## config.mk

```make
export PLATFORM = sky130hd
export DESIGN_NAME = zigzag_varint_field_encoder_unit
export DESIGN_NICKNAME = d
export VERILOG_FILES = /design/src/design/zvfe_pkg.sv /design/src/design/zvfe_encode.sv /design/src/design/zigzag_varint_field_encoder_unit.sv
export SDC_FILE = /design/constraint.sdc
export NUM_CORES = 1
export LEC_CHECK = 0
export BUFFER_PORTS_ARGS = -buffer_cell sky130_fd_sc_hd__buf_2
export CORE_MARGIN = 5
export CORE_UTILIZATION = 44
export DETAILED_ROUTE_END_ITERATION = 10
export MAX_ROUTING_LAYER = met4
export PLACE_DENSITY_LB_ADDON = 0.1
export SLEW_MARGIN = 20
export SYNTH_ARGS = -nofsm -noshare
export SYNTH_HDL_FRONTEND = slang
export SYNTH_SLANG_ARGS = --single-unit
export TNS_END_PERCENT = 100
```

## constraint.sdc

```tcl
create_clock -name clk -period 2.9 [get_ports clk]
set_input_delay 0.29 -clock clk [delete_from_list [all_inputs] [get_ports clk]]
set_output_delay 0.29 -clock clk [all_outputs]
set_load 0.1 [all_outputs]
```

## src/design/zvfe_pkg.sv

```systemverilog
// zvfe_pkg: shared types and constants of the zigzag varint field encoder
// depends on nothing; imported by every design file of the block
`default_nettype none

package zvfe_pkg;

    // item kinds
    localparam logic [1:0] KIND_INT     = 2'd0;
    localparam logic [1:0] KIND_STR_HDR = 2'd1;
    localparam logic [1:0] KIND_PAYLOAD = 2'd2;

    // wire types carried in the low bits of a key byte
    localparam logic [2:0] WIRE_INT = 3'd0;
    localparam logic [2:0] WIRE_STR = 3'd2;

    localparam int unsigned MAX_BYTES = 6;   // key plus five varint bytes
    localparam int unsigned VARINT_MAX = 5;

    localparam logic [7:0] CONT_BIT = 8'h80;

    typedef logic [4:0] seq_t;
    typedef logic [2:0] cnt_t;

    typedef struct packed {
        logic [1:0]  kind;
        logic        new_record;
        logic [31:0] int_value;
        logic [31:0] str_length;
        logic [7:0]  data_byte;
    } req_item_t;

    typedef struct packed {
        logic [7:0] out_byte;
        logic       last_of_run;
    } byte_item_t;

    // run of encoded bytes, byte 0 leaves first
    typedef struct packed {
        logic [MAX_BYTES-1:0][7:0] bytes;
        cnt_t                      count;
    } run_t;

endpackage

`default_nettype wire

```

## src/design/zvfe_encode.sv

```systemverilog
// zvfe_encode: builds the byte run of one request (key, zigzag, varint split)
// depends on zvfe_pkg
`default_nettype none

module zvfe_encode
    import zvfe_pkg::*;
(
    input  wire req_item_t req,
    input  wire seq_t      key_seq,
    output run_t           run
);

    logic [31:0]                   zz;
    logic [31:0]                   val;
    logic [VARINT_MAX-1:0][6:0]    grp;
    cnt_t                          ngrp;
    logic [VARINT_MAX-1:0][7:0]    vbytes;
    logic [2:0]                    wire_type;

    // zigzag map of the signed value
    assign zz  = {req.int_value[30:0], 1'b0} ^ {32{req.int_value[31]}};
    assign val = (req.kind == KIND_INT) ? zz : req.str_length;

    assign grp[0] = val[6:0];
    assign grp[1] = val[13:7];
    assign grp[2] = val[20:14];
    assign grp[3] = val[27:21];
    assign grp[4] = {3'b000, val[31:28]};

    // minimal varint length, at least one byte
    always_comb
    begin
        if (val[31:28] != 4'd0)
            ngrp = 3'd5;
        else if (val[27:21] != 7'd0)
            ngrp = 3'd4;
        else if (val[20:14] != 7'd0)
            ngrp = 3'd3;
        else if (val[13:7] != 7'd0)
            ngrp = 3'd2;
        else
            ngrp = 3'd1;
    end

    always_comb
    begin
        for (int i = 0; i < VARINT_MAX; i++)
        begin
            vbytes[i] = {(3'(i) < (ngrp - 3'd1)), grp[i]};
        end
    end

    assign wire_type = (req.kind == KIND_INT) ? WIRE_INT : WIRE_STR;

    always_comb
    begin
        run.bytes = '0;
        run.count = 3'd0;
        unique case (req.kind)
            KIND_INT, KIND_STR_HDR:
            begin
                run.bytes = {vbytes, key_seq, wire_type};
                run.count = ngrp + 3'd1;
            end
            KIND_PAYLOAD:
            begin
                run.bytes[0] = req.data_byte;
                run.count    = 3'd1;
            end
            default:
            begin
                run.bytes = '0;
                run.count = 3'd0;
            end
        endcase
    end

endmodule

`default_nettype wire

```

## src/design/zigzag_varint_field_encoder_unit.sv

```systemverilog
// zigzag_varint_field_encoder_unit: top level of the zigzag varint field encoder
// depends on zvfe_pkg and zvfe_encode
//
// usage
//   request channel (req_valid / req_ready / req_item): one record item per
//   request - an integer field, a string header with its length, or one
//   string payload byte; new_record restarts field numbering before the item
//   byte channel (byte_valid / byte_ready / byte_item): the encoded stream,
//   one byte per transfer, last_of_run marks the final byte of a request
//   a taken request waits in the input register, then moves into the run
//   register, from which its bytes leave; it holds the run register until
//   all its bytes have left through the single byte output port - 1 for a
//   payload byte, 2 to 6 for a field (key plus a 1 to 5 byte varint); a
//   request with an unused kind makes no byte and just passes through
//   the input register takes the next request while the run register drains,
//   and it moves into the run register in the cycle its last byte leaves, so
//   back to back requests of used kinds keep the byte channel busy every cycle
//   reset: both registers empty, field sequence number back to zero
//   stall: with byte_ready low the current byte holds; one further request
//   is held in the input register and req_ready then drops
`default_nettype none

module zigzag_varint_field_encoder_unit
    import zvfe_pkg::*;
(
    input  wire        clk,
    input  wire        rst_n,

    input  wire        req_valid,
    output logic       req_ready,
    input  wire req_item_t req_item,

    output logic       byte_valid,
    input  wire        byte_ready,
    output byte_item_t byte_item
);

    // input register
    req_item_t req_reg;
    logic      req_full_reg;

    // field sequence number of the last key
    seq_t      field_seq_reg;
    seq_t      field_seq_next;
    seq_t      seq_base;

    // run register: bytes still to send and how many
    logic [MAX_BYTES-1:0][7:0] run_bytes_reg;
    logic [MAX_BYTES-1:0][7:0] run_bytes_next;
    cnt_t                      run_left_reg;
    cnt_t                      run_left_next;

    run_t enc_run;
    logic load;
    logic take;

    // key uses the sequence number as advanced by this item
    assign seq_base = req_reg.new_record ? 5'd0 : field_seq_reg;

    always_comb
    begin
        field_seq_next = seq_base;
        if (req_reg.kind == KIND_INT || req_reg.kind == KIND_STR_HDR)
            field_seq_next = seq_base + 5'd1;
    end

    zvfe_encode u_encode (
        .req     (req_reg),
        .key_seq (field_seq_next),
        .run     (enc_run)
    );

    assign take = byte_valid && byte_ready;
    // held request moves on when the run register is empty or sends its last byte
    assign load = req_full_reg &&
                  ((run_left_reg == 3'd0) || (byte_ready && run_left_reg == 3'd1));

    assign req_ready = !req_full_reg || load;

    always_ff @(posedge clk or negedge rst_n)
    begin
        if (!rst_n)
        begin
            req_full_reg <= 1'b0;
        end
        else if (req_valid && req_ready)
        begin
            req_full_reg <= 1'b1;
        end
        else if (load)
        begin
            req_full_reg <= 1'b0;
        end
    end

    always_ff @(posedge clk)
    begin
        if (req_valid && req_ready)
            req_reg <= req_item;
    end

    always_ff @(posedge clk or negedge rst_n)
    begin
        if (!rst_n)
            field_seq_reg <= 5'd0;
        else if (load)
            field_seq_reg <= field_seq_next;
    end

    // load a new run, or else shift the run down one byte per transfer
    always_comb
    begin
        run_bytes_next = run_bytes_reg;
        run_left_next  = run_left_reg;
        if (load)
        begin
            run_bytes_next = enc_run.bytes;
            run_left_next  = enc_run.count;
        end
        else if (take)
        begin
            run_bytes_next = run_bytes_reg >> 8;
            run_left_next  = run_left_reg - 3'd1;
        end
    end

    always_ff @(posedge clk or negedge rst_n)
    begin
        if (!rst_n)
            run_left_reg <= 3'd0;
        else
            run_left_reg <= run_left_next;
    end

    always_ff @(posedge clk)
    begin
        run_bytes_reg <= run_bytes_next;
    end

    assign byte_valid            = (run_left_reg != 3'd0);
    assign byte_item.out_byte    = run_bytes_reg[0];
    assign byte_item.last_of_run = (run_left_reg == 3'd1);

endmodule

`default_nettype wire

```

After elaboration in Yosys (flattened, before gate mapping)
Cells that the tools add are included. Widths: inputs -> output; s select.

Order comparisons: 5. Shift operators: 0. Multiplexer cells: 16. Divide/modulo/power cells: 0. Equality and inequality tests: 3. Multiply operators: 0. Bitwise logic cells: 1. Reductions and logical operators: 18. $add $sub $neg: 4.

Operators with widths (number): $mux 48 (2); $mux 40 (1); $mux 32 (1); $xor 32x32->32 (1); $pmux 11 s2 (1); $reduce_bool 7->1 (3); $mux 3 (5); $mux 5 (2); $lt 1x3->1 const A (2); $lt 2x3->1 const A (2); $sub 3x1->3 const B (2); $add 5x1->5 const B (1); $logic_and 1x1->1 (4); $mux 2 (2); $reduce_bool 2->1 (2); $reduce_bool 4->1 (1); $add 3x1->3 const B (1); $eq 3x1->1 const B (1); $logic_not 3->1 (1); $logic_or 1x1->1 (3); $lt 3x3->1 const A (1); $reduce_bool 3->1 (1); $eq 2x1->1 const B (1); $eq 2x2->1 const B (1); other kinds (4) (5).

Latch bits: 0. Bits in writable memories: 0. Register bits after elaboration: 132. Memories: 0. Word-level logic and storage cells: 61. Bits of input ports: 79. ROM bits: 0.

Longest topological paths before layout
Depth after elaboration: 11. Depth in mapped cells: 12. Gate-level depth less buffers: 10.

Modules after synthesis
Synthesis repeated with hierarchy kept, for this count alone.

Cells, all modules: 544. Area total of the unflattened synthesis: 6183.4 µm².

By module, submodules not included: zigzag_varint_field_encoder_unit (seq. area each 3918.8 µm², instances 1, area each 4943.5 µm², cells each 330); zvfe_encode (seq. area each 0.0 µm², instances 1, area each 1239.9 µm², cells each 214).

Worst setup path before layout
Ideal clock, no wire load.

Kind: reg-to-reg. Start: register run_left_reg[1]. End: register req_reg[0] (netlist name), enable pin. Buffers on the path: 0. Arrival: 4769 ps. Setup slack: -2310 ps. Setup time: 441 ps. Cell stages (with the launch flop): 7. Cells stage by stage: dfrtp_1 -> inv_1 -> ha_1 -> nor2b_1 -> nand2_1 -> nand3_1 -> and2_1.

RTL lines: from (decl) (RTL line zigzag_varint_field_encoder_unit.sv:50) `cnt_t run_left_reg;`; from (signal assigned) (RTL line zigzag_varint_field_encoder_unit.sv:132) `run_left_reg <= run_left_next;`; to (signal assigned) (RTL line zigzag_varint_field_encoder_unit.sv:99) `req_reg <= req_item;`; to (decl) (RTL line zigzag_varint_field_encoder_unit.sv:39) `req_item_t req_reg;`.

==> impl_metrics.env <==
export IMPL_antenna_found_initial=0
export IMPL_crit_required_ns=3.04
export IMPL_tightest_slew_ns=0.667
export IMPL_finalPower_mw=7.43
export IMPL_yosysUniqueCellTypes=57
export IMPL_clock_skew_ns=0.0180
export IMPL_critPathMaxFanout=23
export IMPL_post_route_util_pct=55.2
export IMPL_die_height_microns=124
export IMPL_first_pass_iters=4
export IMPL_route_vias_total=3502
export IMPL_finalNonFillerCells=708
export IMPL_peakVddDrop_mv=0.476
export IMPL_ys_async_sr_fraction_pct=6.98
export IMPL_fmax_ghz=0.363
export IMPL_maxCapViolCount=0
export IMPL_antenna_cells=0
export IMPL_track_usage_pct=15.8
export IMPL_outcome="finished, final reports clean"
export IMPL_postLayoutCellArea_sq_mm=0.00702
export IMPL_fin_nets=609
export IMPL_synth_warnings=0
export IMPL_cts_root_buf="clkbuf_16"
export IMPL_die_w_microns=124
export IMPL_finalSetupTns_ns=0
export IMPL_syn_to_final_growth_pct=21.9
export IMPL_synth_area_leaders="edfxtp_1 (63%), dfrtp_1 (3.9%), nand2_1 (3.2%), mux2i_1 (3.1%), xor2_1 (2.9%)"
export IMPL_cts_sinks=129
export IMPL_fillers=1122
export IMPL_p_per_area_mw_per_mm2=1060
export IMPL_syn_inst=428
export IMPL_h_tree_depth=4
export IMPL_grt_pass1_vias=3727
export IMPL_finalWirelength_microns=11400
export IMPL_core_sq_mm=0.0127
export IMPL_cp_end_kind="flop"
export IMPL_ios=90
export IMPL_cts_path_max_buffers=2
export IMPL_synthFlopType="edfxtp_1"
export IMPL_drc_errors=0
export IMPL_cts_buffers=17
export IMPL_setup_viol=0
export IMPL_syn_area_per_cell_sq_um=13.4
export IMPL_ys_seq_area_share_pct=66.5
export IMPL_synth_top_cell_area_share_pct=62.6
export IMPL_start_util_pct=45.2
export IMPL_drive_gt1_share_pct=29.7
export IMPL_drv_slew=0
export IMPL_synth_edf_count=120
export IMPL_post_cts_setup_buffer_count=0
export IMPL_preCtsSetupSlack_ns=-0.0254
export IMPL_worst_skew_pair_late_latency_ns=0.42
export IMPL_placedInstanceArea_sq_mm=0.00639
export IMPL_clkTransAtPathRegs_ns=0.05
export IMPL_min_period_ns=2.76
export IMPL_syn_nets=514
export IMPL_numPlacedInstances=675
export IMPL_hpwl_microns=7930
export IMPL_drt_iter0_markers=229
export IMPL_setup_slack_ns=0.142
export IMPL_p_leak_nw=2.72
export IMPL_grt_pass1_wl_microns=18300
export IMPL_route_antenna_remaining_nets=0
export IMPL_synth_seq_cells=129
export IMPL_gp_congestion=0.778
export IMPL_relSlewSlack_pct=55.5
export IMPL_cts_tree="built"
export IMPL_hp_class="in -> reg"
export IMPL_hold_viol_final=0
export IMPL_die_area_sq_mm=0.0155
export IMPL_post_drt_wl_per_cell_microns=16.1
export IMPL_port_buffers=89
export IMPL_vias_per_cell=4.95
export IMPL_yosys_area_top_type="edfxtp_1"
export IMPL_synth_area_sq_mm=0.00576
export IMPL_grt_overflow_total=0
export IMPL_largest_register_ffs=75
export IMPL_holdWs_ns=0.0429
export IMPL_crit_path_start_kind="flop"
export IMPL_arrival_ns=2.90
export IMPL_min_period_over_period_pct=95.1
export IMPL_row_count=41
export IMPL_grt_start_max_net_pins=49
export IMPL_path_class="reg -> reg"
-- cells in the mapped netlist (2+ instances only) --
cell type	count
xnor2_1	15
nor3_1	2
o21ai_0	31
clkbuf_1	13
nor4_1	2
and2_1	3
inv_1	6
nor2_1	33
or4_1	2
mux2i_1	18
a21oi_1	20
or3_1	2
nor2b_1	4
nand2_1	49
a221oi_1	3
dfrtp_1	9
nand3_1	10
xor2_1	19
ha_1	7
nand2b_1	4
a211oi_1	2
o21ai_2	3
o211ai_1	4
edfxtp_1	120
mux2i_2	2
buf_6	3
buf_4	9
nand4_1	4
-- final timing paths --
path	to	from	cells past startpoint	slack, ns
setup / recovery	run_bytes_reg[31]	req_reg[73]	11	0.14
hold / removal	req_reg[17]	req_item[17]	1	0.04
setup reg to reg	run_bytes_reg[31]	req_reg[73]	11	0.14
hold reg to reg	run_left_reg[1]	run_left_reg[1]	1	0.49
max in group asynchronous	field_seq_reg[0]	rst_n	2	2.44
min in group asynchronous	run_left_reg[0]	rst_n	2	0.27
-- layer usage --
layer	wire, microns	vias to the layer above	share of wire (%)	GRT usage (%)
li1	-	1740	-	-
met1	4820	1670	42	18.5
met2	5960	90	52	26.0
met3	555	2	4.9	5.06
met4	46	0	0.40	4.84
met5	0	-	0	-
-- final cells by class --
class / instances / area (sq um) / area share, %
inverter: 6 / 22.5 / 0.321
clock buffer: 19 / 433 / 6.17
clock inverter: 13 / 168 / 2.39
tap: 172 / 215 / 3.07
timing repair buffer: 106 / 613 / 8.74
sequential: 129 / 3830 / 54.6
multi-input combinational: 263 / 1740 / 24.8
-- kinds of logic after synthesis --
family          count (synthesis)  share of synthesized area (%)
compound gates                 75                           8.17
buf+inv                        36                           3.96
simple gates                  125                           10.6
xor+xnor                       35                           5.46
fa+ha+maj                       7                           1.52
mux                            21                           3.80
flops                         129                           66.5
-- where the power goes --
part	total, mW	internal, mW	leakage, nW	switching (mW)
combinational	2.23	0.654	1.18	1.58
clock	2.17	1.42	0.291	0.746
sequential	3.03	2.81	1.26	0.227
total	7.43	4.88	2.72	2.55
-- critical path, stage by stage (launching register included) --
cell and delay (ns):
edfxtp_1 0.44, nor2_4 0.15, buf_12 0.20, mux2i_2 0.31, nand4_4 0.16, or2_4 0.29
o21ai_2 0.14, inv_1 0.06, ha_1 0.18, and3_2 0.21, mux2i_4 0.19, o311ai_1 0.13
-- layout by cell type (no fill, tap or decap), types with 3 or more instances in the layout --
| cell type | count |
|---|---|
| nand2_1 | 49 |
| nand2b_1 | 3 |
| bufinv_16 | 4 |
| nor2_1 | 33 |
| o21ai_0 | 31 |
| clkinv_2 | 5 |
| mux2i_1 | 15 |
| dfrtp_1 | 9 |
| buf_12 | 3 |
| nor2b_1 | 3 |
| a21oi_1 | 20 |
| inv_1 | 6 |
| nand4_1 | 4 |
| o211ai_1 | 4 |
| nand3_1 | 9 |
| mux2i_2 | 4 |
| a221oi_1 | 3 |
| xor2_1 | 19 |
| buf_4 | 13 |
| clkbuf_16 | 17 |
| xnor2_1 | 15 |
| edfxtp_1 | 120 |
| o21ai_2 | 3 |
| ha_1 | 7 |
| buf_2 | 89 |
-- timing repair --
item | 4_1_cts | 5_1_grt
resized for setup | 2 | 2
hold buffers | 1 | 0
setup endpoints to repair | 3 | 5
pin swaps | 0 | 1
endpoints found under the hold margin | 9 | 0
Note: power is estimated with default switching activity, not from simulation.
